--- src/rtl/core/lkvc_pkg.sv ---
// Shared types and constants for the LRU key/value cache.
`timescale 1ns / 1ps
package lkvc_pkg;

  localparam int DATA_W = 32;
  localparam int CAP_W  = 5;

  localparam logic [CAP_W-1:0]  CAP_RESET  = 5'd16;
  localparam logic [DATA_W-1:0] MISS_VALUE = 32'hFFFF_FFFF;

  localparam logic MODE_GET = 1'b0;
  localparam logic MODE_SET = 1'b1;

  typedef enum logic [1:0] {
    ST_IDLE,
    ST_LOOK,
    ST_UPD
  } state_t;

  // Broadcast to every cell of the row.
  typedef struct packed {
    logic look;    // capture key compare result
    logic update;  // commit a set: cells from the front up to the target take neighbor data
  } cell_ctl_t;

endpackage

--- src/rtl/core/lkvc_cell.sv ---
// One entry of the recency-ordered row: key, value, valid and match flag.
`timescale 1ns / 1ps
module lkvc_cell import lkvc_pkg::*; #(
  parameter int IDX = 0,
  parameter int OW  = 5
) (
  input  logic              clk,
  input  logic              rst_n,
  input  cell_ctl_t         ctl,
  input  logic [OW-1:0]     tgt,
  input  logic [DATA_W-1:0] key_b,
  input  logic              prev_valid,
  input  logic [DATA_W-1:0] prev_key,
  input  logic [DATA_W-1:0] prev_value,
  output logic              valid,
  output logic [DATA_W-1:0] key,
  output logic [DATA_W-1:0] value,
  output logic              match
);

  localparam logic [OW-1:0] MY_POS = OW'(IDX);

  logic              valid_r, valid_nxt;
  logic              match_r, match_nxt;
  logic [DATA_W-1:0] key_r, key_nxt;
  logic [DATA_W-1:0] value_r, value_nxt;
  logic              shift;

  // cells from the front up to the target move one place back
  assign shift = ctl.update && (MY_POS <= tgt);

  always_comb begin
    valid_nxt = valid_r;
    key_nxt   = key_r;
    value_nxt = value_r;
    match_nxt = match_r;
    if (ctl.look) begin
      match_nxt = valid_r && (key_r == key_b);
    end
    if (shift) begin
      valid_nxt = prev_valid;
      key_nxt   = prev_key;
      value_nxt = prev_value;
    end
  end

  always_ff @(posedge clk) begin
    if (!rst_n) begin
      valid_r <= 1'b0;
      match_r <= 1'b0;
    end else begin
      valid_r <= valid_nxt;
      match_r <= match_nxt;
    end
  end

  always_ff @(posedge clk) begin
    key_r   <= key_nxt;
    value_r <= value_nxt;
  end

  assign valid = valid_r;
  assign key   = key_r;
  assign value = value_r;
  assign match = match_r;

endmodule

--- src/rtl/core/lru_key_value_cache_core.sv ---
// Top level of the fully associative LRU key/value cache.
// Usage:
//   Input channel in_valid/in_ready carries one request beat: in_mode (0 get,
//   1 set), in_key, in_value. A get yields one result beat on out_valid/
//   out_ready (out_hit, out_read_value; -1 on miss). A set yields none.
//   cfg_valid/cfg_ready writes cfg_capacity (0 acts as 1, above ENTRIES acts
//   as ENTRIES); write it only while the block is idle. cfg_ready is always 1.
// Sequence:
//   A request passes through two states: ST_LOOK for the parallel key compare
//   in every cell, ST_UPD to read out or to shift the row. A get's result is
//   registered at the end of ST_UPD. A new beat is taken in the cycle the
//   previous one finishes, so the block handles one request at a time.
// Structure:
//   Entries sit in a row of cells ordered by recency, front most recent. A set
//   shifts the cells in front of the hit (or the oldest / first free cell) one
//   place back and writes the new pair at the front.
// Reset clears all valid bits and occupancy and sets capacity to 16; nothing
// else needs clearing. If the result register is full and out_ready is low, a
// get holds in ST_UPD until the register drains.
`timescale 1ns / 1ps
module lru_key_value_cache_core import lkvc_pkg::*; #(
  parameter int ENTRIES = 16
) (
  input  logic                     clk,
  input  logic                     rst_n,
  input  logic                     in_valid,
  output logic                     in_ready,
  input  logic                     in_mode,
  input  logic signed [DATA_W-1:0] in_key,
  input  logic signed [DATA_W-1:0] in_value,
  output logic                     out_valid,
  input  logic                     out_ready,
  output logic                     out_hit,
  output logic signed [DATA_W-1:0] out_read_value,
  input  logic                     cfg_valid,
  output logic                     cfg_ready,
  input  logic        [CAP_W-1:0]  cfg_capacity
);

  localparam int OW = $clog2(ENTRIES + 1);
  localparam int CW = (OW > CAP_W) ? OW : CAP_W;

  state_t            state_r, state_nxt;
  logic [CAP_W-1:0]  cap_r;
  logic [OW-1:0]     occ_r, occ_nxt;
  logic              mode_r;
  logic [DATA_W-1:0] key_r, value_r;
  logic              out_valid_r, out_valid_nxt;
  logic              out_hit_r;
  logic [DATA_W-1:0] out_value_r;

  logic              in_take, done, out_load;
  logic [CW-1:0]     cap_eff;
  logic              full;
  logic              hit;
  logic [OW-1:0]     pos, tgt;
  logic [DATA_W-1:0] sel_value;
  cell_ctl_t         ctl;

  logic              cell_valid [ENTRIES];
  logic [DATA_W-1:0] cell_key   [ENTRIES];
  logic [DATA_W-1:0] cell_value [ENTRIES];
  logic [ENTRIES-1:0] match;

  assign cfg_ready = 1'b1;

  // effective capacity, clamped to 1..ENTRIES
  always_comb begin
    cap_eff = CW'(cap_r);
    if (cap_eff == '0) begin
      cap_eff = CW'(1);
    end
    if (cap_eff > CW'(ENTRIES)) begin
      cap_eff = CW'(ENTRIES);
    end
  end

  assign full = CW'(occ_r) >= cap_eff;

  // match is one-hot or empty: plain OR selects value and position
  always_comb begin
    sel_value = '0;
    pos       = '0;
    for (int i = 0; i < ENTRIES; i++) begin
      sel_value = sel_value | (cell_value[i] & {DATA_W{match[i]}});
      pos       = pos | (match[i] ? OW'(i) : '0);
    end
  end

  assign hit = |match;

  always_comb begin
    if (hit) begin
      tgt = pos;
    end else if (full) begin
      tgt = occ_r - OW'(1);
    end else begin
      tgt = occ_r;
    end
  end

  // FSM: next state and handshake
  always_comb begin
    state_nxt = state_r;
    done      = 1'b0;
    in_ready  = 1'b0;
    case (state_r)
      ST_IDLE: begin
        in_ready = 1'b1;
        if (in_valid) begin
          state_nxt = ST_LOOK;
        end
      end
      ST_LOOK: begin
        state_nxt = ST_UPD;
      end
      ST_UPD: begin
        done     = (mode_r == MODE_SET) || !out_valid_r || out_ready;
        in_ready = done;
        if (done) begin
          state_nxt = in_valid ? ST_LOOK : ST_IDLE;
        end
      end
      default: begin
        state_nxt = ST_IDLE;
      end
    endcase
  end

  assign in_take    = in_valid && in_ready;
  assign out_load   = done && (mode_r == MODE_GET);
  assign ctl.look   = (state_r == ST_LOOK);
  assign ctl.update = done && (mode_r == MODE_SET);

  always_comb begin
    occ_nxt = occ_r;
    if (ctl.update && !hit && !full) begin
      occ_nxt = occ_r + OW'(1);
    end
  end

  always_comb begin
    out_valid_nxt = out_valid_r;
    if (out_load) begin
      out_valid_nxt = 1'b1;
    end else if (out_ready) begin
      out_valid_nxt = 1'b0;
    end
  end

  always_ff @(posedge clk) begin
    if (!rst_n) begin
      state_r     <= ST_IDLE;
      cap_r       <= CAP_RESET;
      occ_r       <= '0;
      out_valid_r <= 1'b0;
    end else begin
      state_r     <= state_nxt;
      occ_r       <= occ_nxt;
      out_valid_r <= out_valid_nxt;
      if (cfg_valid) begin
        cap_r <= cfg_capacity;
      end
    end
  end

  always_ff @(posedge clk) begin
    if (in_take) begin
      mode_r  <= in_mode;
      key_r   <= in_key;
      value_r <= in_value;
    end
    if (out_load) begin
      out_hit_r   <= hit;
      out_value_r <= hit ? sel_value : MISS_VALUE;
    end
  end

  for (genvar g = 0; g < ENTRIES; g++) begin : g_cell
    logic              pv;
    logic [DATA_W-1:0] pk, pd;
    if (g == 0) begin : g_front
      assign pv = 1'b1;
      assign pk = key_r;
      assign pd = value_r;
    end else begin : g_rest
      assign pv = cell_valid[g-1];
      assign pk = cell_key[g-1];
      assign pd = cell_value[g-1];
    end
    lkvc_cell #(
      .IDX (g),
      .OW  (OW)
    ) u_cell (
      .clk        (clk),
      .rst_n      (rst_n),
      .ctl        (ctl),
      .tgt        (tgt),
      .key_b      (key_r),
      .prev_valid (pv),
      .prev_key   (pk),
      .prev_value (pd),
      .valid      (cell_valid[g]),
      .key        (cell_key[g]),
      .value      (cell_value[g]),
      .match      (match[g])
    );
  end

  assign out_valid      = out_valid_r;
  assign out_hit        = out_hit_r;
  assign out_read_value = out_value_r;

endmodule

--- config.mk ---
export PLATFORM = sky130hd
export DESIGN_NAME = lru_key_value_cache_core
export DESIGN_NICKNAME = d
export VERILOG_FILES = /design/src/rtl/core/lkvc_pkg.sv /design/src/rtl/core/lkvc_cell.sv /design/src/rtl/core/lru_key_value_cache_core.sv
export SDC_FILE = /design/constraint.sdc
export NUM_CORES = 1
export LEC_CHECK = 0
export BUFFER_PORTS_ARGS = -buffer_cell sky130_fd_sc_hd__buf_4
export CAP_MARGIN = 20
export CORE_AREA = 3 3 272 274
export CTS_CLUSTER_SIZE = 28
export DETAILED_ROUTE_END_ITERATION = 6
export DIE_AREA = 0 0 275 277
export PLACE_DENSITY = 0.82
export SLEW_MARGIN = 20
export SYNTH_ARGS = -nofsm -noshare
export SYNTH_HDL_FRONTEND = slang
export SYNTH_HIERARCHICAL = 1
export SYNTH_SLANG_ARGS = --single-unit
--- constraint.sdc ---
create_clock -name clk -period 6.8 [get_ports clk]
set_input_delay 1.36 -clock clk [delete_from_list [all_inputs] [get_ports clk]]
set_output_delay 1.36 -clock clk [all_outputs]
set_load 0.02 [all_outputs]
# Word level (Yosys, flattened, before mapping)
# Index checks and enable logic that the tools add are counted.
# W data, S select, Z words.
# classes
add_sub_neg	2
order_cmp	18
eq_ne	20
mux	27
bitwise	46
n_reduce_logical	47
# ops
cell	n
$and A32 B32 Y32	16
$eq A32 B32 Y1	16
$or A32 B32 Y32	15
$le A4 B5 Y1 const A	8
$logic_and A1 B1 Y1	37
$mux W4	8
$or A4 B4 Y4	7
$le A3 B5 Y1 const A	4
$mux W5	4
$reduce_or A16 Y1	1
$mux W3	4
$le A1 B5 Y1 const A	2
$le A2 B5 Y1 const A	2
$or A3 B3 Y3	3
$mux W2	4
$pmux W2 S3	1
$add A5 B1 Y5 const B	1
$ge A5 B5 Y1	1
$gt A5 B5 Y1 const B	1
$logic_not A5 Y1	1
$mux W1	5
$sub A5 B1 Y5 const B	1
$ne A2 B2 Y1 const B	2
$or A3 B4 Y4	1
12 further kinds	15
# word_totals
regBits	1167
in_bits	75

# Depth between registers and ports, before layout
# logic_depth
word_depth	18
mapped_depth	15

# Cells and area by module
# The synthesis kept the hierarchy.
# modules_own_cells
mod	n_inst	cells_per_inst	area_each_um2	seq_area_each_um2
lkvc_cell at g_cell[10].u_cell ...	4	116	2357.3	1961.9
lru_key_value_cache_core	1	595	6729.0	3203.1
lkvc_cell at g_cell[11].u_cell	1	117	2363.5	1961.9
lkvc_cell at g_cell[3].u_cell	1	116	2363.5	1961.9
lkvc_cell at g_cell[13].u_cell	1	116	2359.8	1961.9
lkvc_cell at g_cell[5].u_cell	1	117	2358.5	1961.9
lkvc_cell at g_cell[9].u_cell	1	116	2358.5	1961.9
lkvc_cell at g_cell[6].u_cell	1	116	2356.0	1961.9
lkvc_cell at g_cell[14].u_cell	1	116	2354.8	1961.9
lkvc_cell at g_cell[12].u_cell	1	116	2353.5	1961.9
lkvc_cell at g_cell[2].u_cell	1	115	2353.5	1961.9
lkvc_cell at g_cell[4].u_cell	1	115	2351.0	1961.9
lkvc_cell at g_cell[8].u_cell	1	115	2349.8	1961.9
lkvc_cell at g_cell[0].u_cell	1	115	2346.0	1961.9

# Least setup slack after synthesis
# No wires, ideal clock.
# synth_timing
path_kind	register -> register
start	register occ_r[0]
end	register g_cell[5].u_cell.valid_r
setup_ps	125
arrival_time_ps	5961
setup_slack_ps	714
stages_incl_launch_ff	13
synth_period_minus_slack_ps	6086
path_cell_list	dfxtp_1 -> inv_1 -> ha_1 -> nand2b_1 -> a31oi_1 -> o21ai_1 -> clkbuf_1 -> nand4_1 -> a21oi_1 -> nor2_1 -> a21boi_1 -> mux2i_1 -> nor2b_1
# synth_between
elab_chain_cells	5
elab_cells_between_ends	6
classes_between	1 x add/sub; 2 x order compare; 2 x mux; 1 x reduce/logical
# synth_lines
element	line	text
start: declaration	lru_key_value_cache_core.sv:45	logic [OW-1:0] occ_r, occ_nxt;
start signal: assignment	lru_key_value_cache_core.sv:159	occ_r <= occ_nxt;
$sub A5 B1 Y5 / $ge A5 B5 Y1 (equally long branches)	lru_key_value_cache_core.sv:96, lru_key_value_cache_core.sv:78	
$mux W5 (*)	lru_key_value_cache_core.sv:95	end else if (full) begin
$mux W5 (*)	lru_key_value_cache_core.sv:93	if (hit) begin
named net tgt[4]	lru_key_value_cache_core.sv:56	logic [OW-1:0] pos, tgt;
$le A3 B5 Y1 (*)	lkvc_cell.sv:30	assign shift = ctl.update && (MY_POS <= tgt);
$logic_and A1 B1 Y1 (*)	lkvc_cell.sv:30	
named net g_cell[5].u_cell.shift	lkvc_cell.sv:27	logic shift;
end signal: assignment	lkvc_cell.sv:52	valid_r <= valid_nxt;
end: declaration	lkvc_cell.sv:23	logic valid_r, valid_nxt;
# The timed path passes the listed nets; every way through them passes the cells marked *.
# A chain may end at the register's enable or synchronous reset.

# Final worst setup path
# layout_timing
start	register cap_r[2]
end	register g_cell[11].u_cell.valid_r
# layout_between
elab_chain_cells	9
# layout_lines
element	line	text
start: declaration	lru_key_value_cache_core.sv:44	logic [CAP_W-1:0] cap_r;
start signal: assignment	lru_key_value_cache_core.sv:162	cap_r <= cfg_capacity;
$logic_not A5 Y1	lru_key_value_cache_core.sv:70	if (cap_eff == '0) begin
$mux W5 (*)	lru_key_value_cache_core.sv:70	
$gt A5 B5 Y1	lru_key_value_cache_core.sv:73	if (cap_eff > CW'(ENTRIES)) begin
$mux W5 (*)	lru_key_value_cache_core.sv:73	
$ge A5 B5 Y1 (*)	lru_key_value_cache_core.sv:78	assign full = CW'(occ_r) >= cap_eff;
$mux W5 (*)	lru_key_value_cache_core.sv:95	
$mux W5 (*)	lru_key_value_cache_core.sv:93	
named net tgt[1]	lru_key_value_cache_core.sv:56	
$le A4 B5 Y1 (*)	lkvc_cell.sv:30	
$logic_and A1 B1 Y1 (*)	lkvc_cell.sv:30	
named net g_cell[11].u_cell.shift	lkvc_cell.sv:27	
end signal: assignment	lkvc_cell.sv:52	
end: declaration	lkvc_cell.sv:23	
# Marked as above.

==> results.ini <==
[timing]
timing.hold.ws_ps = 417
maxSlewViolCount = 0
worst_slew_pin_slew_ps = 1200
fin_worst_skew_ps = 62.9
rsz0062_at_grt = false
finalHoldViolations = 0
fin_crit_ps = 4600
finalCritPeriodShare_pct = 67.6
setup_tns_ps = 0
setup_viol = 0
max_slew_margin_pct = 19.8
timing.fmax_ghz = 0.217

[pwr]
combinationalPowerShare_pct = 3.3
powerDensity_nw_per_um2 = 287
power_leakage_nw = 15.3
power_mw = 14.5
ir_drop_uv = 258
intPower_mw = 11.5
switching_share_pct = 20.6
p_sw_mw = 2.98
sequentialPowerShare_pct = 54.8
pwr-share-clk_pct = 41.9

[die]
start_util_pct = 62.0
core_area_sq_um = 71600
dieWidth_um = 275
fp.dieH_um = 277
ioPinCount = 111
die-area_sq_um = 76200
rows = 98

[clock_network]
post-cts-setup-buffers = 0
clock_latency_ps = 690
tritoncts = built
cts_sinks = 1167
numCtsBuffers = 111
post_cts_resized = 0
cts_root_buf = clkbuf_16
htreeDepth = 3
path_clk_slew_ps = 60
clockBufferDepth = 3
postCtsHoldBufs = 0

[layout]
final_cells = 3707
num-fill-cells = 4179
n_antenna_cell = 0
area_growth_pct = 13.3
drive_gt1_share_pct = 13.3
final_cell_area_sq_um = 50300
layout.nets = 2745

[yosys]
ys_types = 54
syn_inst = 2449
synth-edff-count = 1122
syn_area_sq_um = 44400
yosys_warnings = 6
synth.most_common_cell = edfxtp_1
netlist_top_cells_count = edfxtp_1, xnor2_1, nand4_1
yosysSeqAreaShare_pct = 77.9
async_flop_share_pct = 0
yosysTopAreaCell = edfxtp_1
avgSynthCellArea_sq_um = 18.1
synth_ff_type = edfxtp_1
synthTopCellsByArea = edfxtp_1, xnor2_1, nand4_1
synth_top_area_share_pct = 75.8
synth-seq-cells = 1167

[routing]
routed_wl_um = 108000
first_pass_iters = 6
vias_per_cell = 6.65
drc = 0
initialDrtViolationCount = 3799
antenna_left = 0
vias = 24600
wire_per_inst_um = 29.1

[place]
gp_congestion = 0.976
port_buffers = 109
placed_area_sq_um = 46700
dp.cells = 3498
place_hpwl_um = 67300

[global_routing]
grt_max_degree = 66
grt_pass1_vias = 24900
grtUsageTotal_pct = 28.3
grt_pass1_wl_um = 160000
grt_antenna_before_repair = 0
grt_remaining_overflow = 0

[setup_path]
worst-path-max-fanout = 28
cp-end-kind = flip-flop
cp-start-kind = flip-flop
ff2ff_path_depth = 15
worstPathRequired_ps = 7370
criticalPathCategory = flip-flop to flip-flop
cp.arrival_ps = 5170

[status]
outcome = finished, final reports clean

[min_path]
hold_depth = 0
hp-class = flip-flop to flip-flop

[job]
max_cap_viol_count = 0

==> cells in the final DEF, fill, tap and decap left out, drive strengths merged, types with 14 or more instances in the layout <==
cell type,synthesis,final
nor4,39,39
mux2i,21,21
buf,25,170
edfxtp,1122,1122
nor2b,24,24
nand3,18,18
a22oi,64,64
a22o,96,96
nand4,163,163
nand2,22,22
clkbuf,45,144
xor2,48,48
a221oi,96,96
xnor2,465,465
nor3,18,18
nand3b,16,16
inv,10,14
and3,35,35
clkinv,0,46
dfxtp,45,45
==> cell families after synthesis <==
kind of cell	after synthesis	synth area share, %
other	1	0.00844
buffers and inverters	80	0.738
AOI/OAI and AO/OA	302	5.61
adders and majority gates	7	0.197
and+or+nand+nor	358	4.99
xor gates and xnor gates	513	10.1
muxes	21	0.473
DFF	1167	77.9
==> layer usage <==
metal	GRT usage [%]	part of all wire [%]
met5	0	0
met4	10.7	4.5
met3	6.96	12
met2	44.7	47
met1	38.7	36
==> state kept, by name, indices dropped and copies added, names as in the netlist, 16 cells and up <==
name and flops:
g_cell.u_cell/valid 16, g_cell.u_cell/value 512, g_cell.u_cell/match 16, g_cell.pd 32
g_cell.pk 32, out_read_value 32, g_cell.u_cell/key 512
==> worst max-delay path, stage by stage (launching register included) <==
cell and delay [ps]:
dfxtp_1 360, nor3_1 70, nor2_1 100, nor2_1 60, ha_1 260, nand2b_1 100
a31oi_1 90, o21ai_2 600, mux2i_1 180, o211ai_1 820, a21o_1 200, a21oi_1 110
nor2b_4 790, buf_4 460, mux2i_1 230, nor2b_1 60
==> path summary, 6_finish.rpt <==
| check | slack, ps | startpoint | to |
|---|---|---|---|
| max | 2200 | cap_r[2] | g_cell[11].u_cell/valid |
| min | 420 | g_cell[0].pd[30] | g_cell[0].u_cell/value[30] |
| max reg2reg | 2200 | cap_r[2] | g_cell[11].u_cell/valid |
| min reg2reg | 420 | g_cell[0].pd[30] | g_cell[0].u_cell/value[30] |
==> power groups by stage <==
stage / sequential [mW] / clock (mW) / combinational, mW
after floorplan: 8.13 / 0 / 0.226
after global placement: 8.07 / 0 / 0.455
after detailed placement: 8.08 / 0 / 0.471
after CTS: 7.93 / 6.08 / 0.478
after global routing: 7.93 / 6.38 / 0.509
final: 7.93 / 6.06 / 0.484
==> metrics by stage <==
stage	worst slack (ps)	util (%)
2_1_floorplan	714	-
3_3_place_gp	2010	65.3
3_5_place_dp	1760	65.3
4_1_cts	1700	70.2
5_1_grt	1980	70.3
6_report	2200	70.3
==> layout make-up <==
type / count / area [sq um] / area share (%)
sequential: 1167 / 34600 / 68.8
clock inverter: 63 / 646 / 1.28
timing repair buffer: 170 / 1290 / 2.57
multi-input combinational: 1203 / 9640 / 19.1
tap: 950 / 1190 / 2.36
inverter: 10 / 37.5 / 0.0746
clock buffer: 144 / 2920 / 5.80
Power figures use the tool's default switching activity.
